## src/rtl/local_median_mad_outlier_seed_assert.svh

```systemverilog
// Assertion macros shared by the outlier seed RTL.
`ifndef LOCAL_MEDIAN_MAD_OUTLIER_SEED_ASSERT_SVH
`define LOCAL_MEDIAN_MAD_OUTLIER_SEED_ASSERT_SVH
`ifndef SYNTH
`define LMMO_ASSERT(name, clk, rst, prop, msg) \
   name: assert property (@(posedge clk) disable iff (rst) prop) else $error(msg);
`define LMMO_ASSERT_NEVER(name, clk, rst, cond, msg) \
   name: assert property (@(posedge clk) disable iff (rst) !(cond)) else $error(msg);
`else
`define LMMO_ASSERT(name, clk, rst, prop, msg)
`define LMMO_ASSERT_NEVER(name, clk, rst, cond, msg)
`endif
`endif

```

## src/rtl/lmmo_pkg.sv

```systemverilog
// Shared constants and types of the local median / MAD outlier seed block.
package lmmo_pkg;

   localparam int DEF_MAX_WIDTH  = 4096;
   localparam int DEF_MAX_HALF   = 3;
   localparam int DEF_PIXEL_BITS = 24;
   localparam int MAX_HEIGHT     = 4096;

   localparam int CFG_DIM_W   = 13;
   localparam int CFG_HALF_W  = 2;
   localparam int CFG_SIGMA_W = 16;
   localparam int CSR_ADDR_W  = 2;
   localparam int CSR_DATA_W  = 16;

   localparam int MIN_NEIGHBORS = 5;
   localparam int MAD_SCALE_Q16 = 97164;
   localparam int MAD_SCALE_W   = 17;
   localparam int MAD_SHIFT     = 28;
   localparam int COORD_OUT_W   = 12;
   localparam int RSP_DATA_W    = 32;

   typedef enum logic [CSR_ADDR_W-1:0] {
      CSR_IMAGE_WIDTH  = 2'd0,
      CSR_IMAGE_HEIGHT = 2'd1,
      CSR_HALF_WINDOW  = 2'd2,
      CSR_SEED_SIGMA   = 2'd3
   } csr_index_type;

   typedef struct packed {
      logic load;
      logic step;
   } lmmo_sel_ctrl_type;

endpackage

```

## src/rtl/lmmo_select.sv

```systemverilog
// Bit-serial rank selector: finds the element of a given rank, MSB first.
`include "local_median_mad_outlier_seed_assert.svh"
module lmmo_select import lmmo_pkg::*; #(
   parameter int WIN    = 49,
   parameter int WORD_W = 25,
   localparam int CNT_W = $clog2(WIN + 1)
) (
   input  logic              clock,
   input  logic              reset,
   input  lmmo_sel_ctrl_type sel_ctrl,
   input  logic [WORD_W-1:0] load_words [WIN],
   input  logic [WIN-1:0]    load_valid,
   input  logic [CNT_W-1:0]  load_rank,
   output logic              sel_bit
);

   logic [WORD_W-1:0] words_ff [WIN];
   logic [WIN-1:0]    cand_ff;
   logic [CNT_W-1:0]  rank_ff;
   logic [WIN-1:0]    msb_col;
   logic [CNT_W-1:0]  zeros;

   always_comb begin
      for (int i = 0; i < WIN; i++) begin
         msb_col[i] = words_ff[i][WORD_W-1];
      end
   end

   // candidates with a zero in the current column rank below those with a one
   assign zeros   = CNT_W'($countones(cand_ff & ~msb_col));
   assign sel_bit = (zeros <= rank_ff);

   always_ff @(posedge clock) begin
      if (reset) begin
         cand_ff <= '0;
         rank_ff <= '0;
      end else if (sel_ctrl.load) begin
         cand_ff <= load_valid;
         rank_ff <= load_rank;
      end else if (sel_ctrl.step) begin
         if (sel_bit) begin
            cand_ff <= cand_ff & msb_col;
            rank_ff <= rank_ff - zeros;
         end else begin
            cand_ff <= cand_ff & ~msb_col;
         end
      end
   end

   always_ff @(posedge clock) begin
      for (int i = 0; i < WIN; i++) begin
         if (sel_ctrl.load) begin
            words_ff[i] <= load_words[i];
         end else if (sel_ctrl.step) begin
            words_ff[i] <= {words_ff[i][WORD_W-2:0], 1'b0};
         end
      end
   end

   `LMMO_ASSERT(a_rank_in_set, clock, reset, sel_ctrl.step |-> (32'(rank_ff) < $countones(cand_ff)), "rank outside candidate set")
   `LMMO_ASSERT(a_step_keeps_cand, clock, reset, sel_ctrl.step |=> (cand_ff != '0), "candidate set emptied")
   `LMMO_ASSERT_NEVER(a_load_step, clock, reset, sel_ctrl.load && sel_ctrl.step, "load and step together")

endmodule

```

## config.mk

```make
export PLATFORM = sky130hd
export DESIGN_NAME = lmmo_select
export DESIGN_NICKNAME = d
export VERILOG_FILES = /design/src/rtl/lmmo_pkg.sv /design/src/rtl/lmmo_select.sv
export VERILOG_INCLUDE_DIRS = /design/src /design/src/rtl
export SDC_FILE = /design/constraint.sdc
export NUM_CORES = 2
export LEC_CHECK = 0
export ABC_AREA = 1
export ABC_CLOCK_PERIOD_IN_PS = 43900
export BUFFER_PORTS_ARGS = -buffer_cell sky130_fd_sc_hd__buf_2
export CORE_AREA = 3 3 498 500
export CTS_BUF_LIST = sky130_fd_sc_hd__clkbuf_8
export CTS_CLUSTER_DIAMETER = 100
export DETAILED_ROUTE_END_ITERATION = 7
export DIE_AREA = 0 0 501 503
export GPL_TIMING_DRIVEN = 1
export PLACE_DENSITY = 0.5
export RECOVER_POWER = 25
export SLEW_MARGIN = 20
export SYNTH_ARGS = -nofsm -noshare
export SYNTH_HDL_FRONTEND = slang
export SYNTH_SLANG_ARGS = --single-unit
```

## constraint.sdc

```tcl
create_clock -name clock -period 43.9 [get_ports clock]
set_input_delay 8.78 -clock clock [delete_from_list [all_inputs] [get_ports clock]]
set_output_delay 8.78 -clock clock [all_outputs]
set_load 0.05 [all_outputs]
```

After elaboration in Yosys (flattened, before gate mapping)
Memories as Yosys holds them, arrays and structs flattened.
Cells that the tools add are included.
{"block": "totals", "reg_bits": 55, "latchBits": 0, "ramBits": 1225, "romBits": 0, "out_inout_bits": 1, "word_cells": 168, "memories": 1}
{"block": "classes", "add_sub_neg": 49, "multipliers": 0, "div_mod_pow": 0, "order_cmp": 1, "eq_ne": 0, "shift": 0, "n_mux": 60, "n_bitwise": 52, "n_reduce_logical": 3}
{"name": "words_ff", "words": 49, "word_bits": 25, "rd": 49, "rd_ports_with_merged_regs": 0, "wr": 49, "line": "lmmo_select.sv:17", "rtl": "logic [WORD_W-1:0] words_ff [WIN];"}
{"operator": "25-bit two-way mux", "n": 49}
{"operator": "49-bit two-way mux", "n": 3}
{"operator": "49-bit bitwise AND", "n": 2}
{"operator": "49-bit NOT", "n": 1}
{"operator": "1-bit OR", "n": 49}
{"operator": "1-bit by 1-bit adder with 2-bit output", "n": 24}
{"operator": "2-bit by 2-bit adder with 3-bit output", "n": 12}
{"operator": "3-bit by 3-bit adder with 4-bit output", "n": 6}
{"operator": "6-bit two-way mux", "n": 3}
{"operator": "4-bit by 4-bit adder with 5-bit output", "n": 3}
{"operator": "5-bit by 1-bit adder with 6-bit output", "n": 1}
{"operator": "5-bit by 5-bit adder with 6-bit output", "n": 1}
{"operator": "6-bit adder", "n": 1}
{"operator": "6-bit <= comparator", "n": 1}
{"operator": "6-bit subtractor", "n": 1}
{"operator": "1-bit two-way mux", "n": 5}
{"operator": "2-bit nonzero test", "n": 2}
{"operator": "2-bit AND reduction", "n": 1}

Depth between registers and ports, before layout
{"block": "logic_depth", "ltp_word": 12, "ltp_mapped": 30}

Worst setup path before layout
No wires, ideal clock.
{"block": "synth_timing", "kind": "input to register", "startpoint": "input port sel_ctrl[1] (netlist name)", "endpoint": "memory words_ff[0][0], enable pin", "t_arrival_ps": 28568, "required_ps": 35547, "setup_slack_ps": 6979, "stages": 2, "n_path_buf": 0, "cell_sequence": "inv_2 -> nand2_1"}
{"item": "from (decl)", "line": "lmmo_select.sv:10", "rtl": "input lmmo_sel_ctrl_type sel_ctrl,"}
{"item": "to (decl)", "line": "lmmo_select.sv:17"}

==> impl_metrics.csv <==
group,metric,value,unit
pwr,p_leak,33.3,nW
clocking,cts_tree,"done",
sta,rsz0062_at_grt,"no",
sta,min_period,22970,ps
sta,slew_viol_final,1516,
worst_setup_path,worst-path-max-fanout,191,
routing,vias_per_cell,4.21,
worst_setup_path,crit_arrival,23780,ps
floorplan,die_h,503,microns
floorplan,row_count,181,
logic_synthesis,synthXorXnorAreaFrac,0.0776,%
grt,grt.total_usage,15.7,%
clocking,cts_root_buffer,"clkbuf_8",
clocking,cts_hold_buffers,0,
clocking,clockBufferDepth,3,
worst_setup_path,startpoint_type,"primary input",
logic_synthesis,synth_edf_count,1224,
final_layout,final_common_cell,"nand2_1",
job,drv_cap,19,
final_layout,final_nets,8381,
routing,drt_iter0_drc,3848,
logic_synthesis,synth_top_area_share,65.1,%
sta,setup_tns,0,ps
grt,grt-ovfl-total,0,
clocking,cts_max_level,4,
logic_synthesis,synth_flop_cell,"edfxtp_1",
final_layout,area_growth,25.0,%
worst_setup_path,cp.required,44710,ps
logic_synthesis,synthesis.area,56500,sq um
sta,timing.fmax,43.5,MHz
final_layout,utilization,29.0,%
placed_design,hpwl,151,mm
min_path,min_path_type,"flop to flop",
worst_setup_path,critical_path_class,"primary input to flop",
logic_synthesis,ys_seq_elements,1280,
grt,grt_pass1_wl,293,mm
final_layout,final_area,70600,sq um
sta,max-slew-margin-rel,-423,%
clocking,clock_latency,960,ps
logic_synthesis,ys_seq_area_share,67.1,%
routing,drt_pass1_iterations,7,
final_layout,mostFrequentLayoutCells,"nand2_1, buf_2, edfxtp_1, inv_1, clkbuf_8",
logic_synthesis,synth_area_leaders,"edfxtp_1, nand2_1, dfxtp_1",
logic_synthesis,yosys.area.top_type,"edfxtp_1",
logic_synthesis,synth_compound_area_share,1.57,%
run_status,violations,"max-capacitance violations, max-slew violations",
logic_synthesis,syn_inst,5784,
logic_synthesis,yosysUniqueCellTypes,29,
logic_synthesis,syn_avg_cell_area,9.76,sq um
final_layout,drive_above_1_share,22.4,%
logic_synthesis,async_flop_share,0,%
sta,final-hold-violation-count,0,
routing,wl,207,mm
sta,finalCritPeriodShare,52.3,%
floorplan,core-area,243000,sq um
floorplan,die_x,501,microns
sta,fin_ws,20930,ps
run_status,status,"finished with violations",
floorplan,num_io_pins,1285,
floorplan,start_util,23.2,%
placed_design,dp_slack,27720,ps
sta,setup_violations,0,
clocking,ctsResizeCount,0,
placed_design,dp.cells,10008,
logic_synthesis,synth_top_family_by_area,"simple AND/OR/NAND/NOR gates",
clocking,cts_buffers,233,
floorplan,die_area,252000,sq um
sta,skew,84.5,ps
logic_synthesis,synth-adder-area-share,1.79,%
sta,worst_slew_pin_slew,7840,ps
placed_design,place.gp.congestion,0.864,
final_layout,fin_cells,10512,
pwr,peakVddDrop,0.0896,mV
clocking,path_clk_slew,70,ps
logic_synthesis,yosys.area_share.simple,25.7,%
routing,route.detailed.drc,0,
grt,grt_max_degree,192,
placed_design,placedInstanceArea,65900,sq um
clocking,clock_sinks,1280,
placed_design,port-buffer-count,1284,
pwr,powerDensity,48.5,nW/um^2
routing,postRouteAntennaNets,0,
logic_synthesis,synth_mux_area_share,0,%
logic_synthesis,syn-num-nets,7124,
clocking,cts_setup_buffers,0,
grt,antenna_found_initial,185,
logic_synthesis,yosys_warnings,0,
grt,grt_pass1_vias,44159,
worst_setup_path,end_kind,"flop",
routing,vias,44250,
routing,post_drt_wl_per_cell,19.7,microns
[layout make-up]
cell class | count | area [sq um]
inverter | 186 | 699
antenna | 68 | 170
tap | 3202 | 4010
multi-input combinational | 4010 | 16500
sequential | 1280 | 37900
fill | 26077 | 173000
clock inverter | 189 | 1190
timing repair buffer | 1330 | 6750
clock buffer | 247 | 3400
[worst max-delay path: stages]
cell and delay [ps]:
clkbuf_1 450, nor2_1 1610, clkbuf_1 4810, clkbuf_1 5930, buf_4 1410, nand2_1 440
nand2_1 190
[routing by layer]
| layer | vias to the layer above | track usage, % | wire length, microns |
|---|---|---|---|
| met5 | - | 0 | 1130 |
| met4 | 170 | 4.86 | 6120 |
| met3 | 490 | 5.80 | 17900 |
| met2 | 1607 | 27.5 | 103000 |
| met1 | 20681 | 17.6 | 78700 |
| li1 | 21302 | - | - |
[stage by stage]
| step | power [mW] | hold WS (ps) |
|---|---|---|
| finish | 3.42 | 441 |
| global route | 3.64 | 489 |
| CTS | 3.47 | 448 |
| detailed placement | 2.32 | 461 |
| global placement | 2.31 | 457 |
| floorplan | 2.15 | 440 |
[registers in the layout (all words and copies together), names as in the netlist]
register  flops
cand_ff      49
rank_ff       6
words_ff   1225
[cell usage after synthesis (2+ instances only)]
library cell and instances:
a22oi_1 48, xnor2_1 2, xor2_1 3, buf_4 7, clkbuf_1 118, inv_2 4, nand2_2 2, inv_1 182
nand2_1 3612, buf_1 15, buf_2 165, a22o_1 23, nand4_1 48, fa_1 41, edfxtp_1 1224, o21ai_0 5
nor2_1 92, a21oi_1 55, ha_1 15, nand3_1 57, buf_6 3, dfxtp_1 56
[power breakdown]
group          total (mW)  internal (mW)  leakage, nW  switching [mW]
Combinational       0.779          0.258         17.5           0.520
Sequential           1.52           1.48         13.2          0.0395
Clock                1.12          0.561         2.61           0.561
Total                3.42           2.30         33.3            1.12
[cell families after synthesis]
| logic type | Yosys count |
|---|---|
| compound gates | 134 |
| xor+xnor | 5 |
| buf+inv | 494 |
| flops | 1280 |
| simple gates | 3815 |
| fa+ha+maj | 56 |
[final timing paths]
| path | start | to | slack (ps) | depth (start not counted) |
|---|---|---|---|---|
| worst min-delay path | words_ff[0][75]$_SDFFCE_PP0P_ | words_ff[0][76]$_DFFE_PP_ | 440 | 2 |
| worst min register to register | words_ff[0][75]$_SDFFCE_PP0P_ | words_ff[0][76]$_DFFE_PP_ | 440 | 2 |
| worst max-delay path | sel_ctrl[1] | words_ff[0][430]$_DFFE_PP_ | 20930 | 7 |
| worst max register to register | words_ff[1][349]$_DFFE_PP_ | rank_ff[3]$_SDFFE_PP0P_ | 35620 | 28 |
No activity file was read; power rests on OpenSTA's default activity.
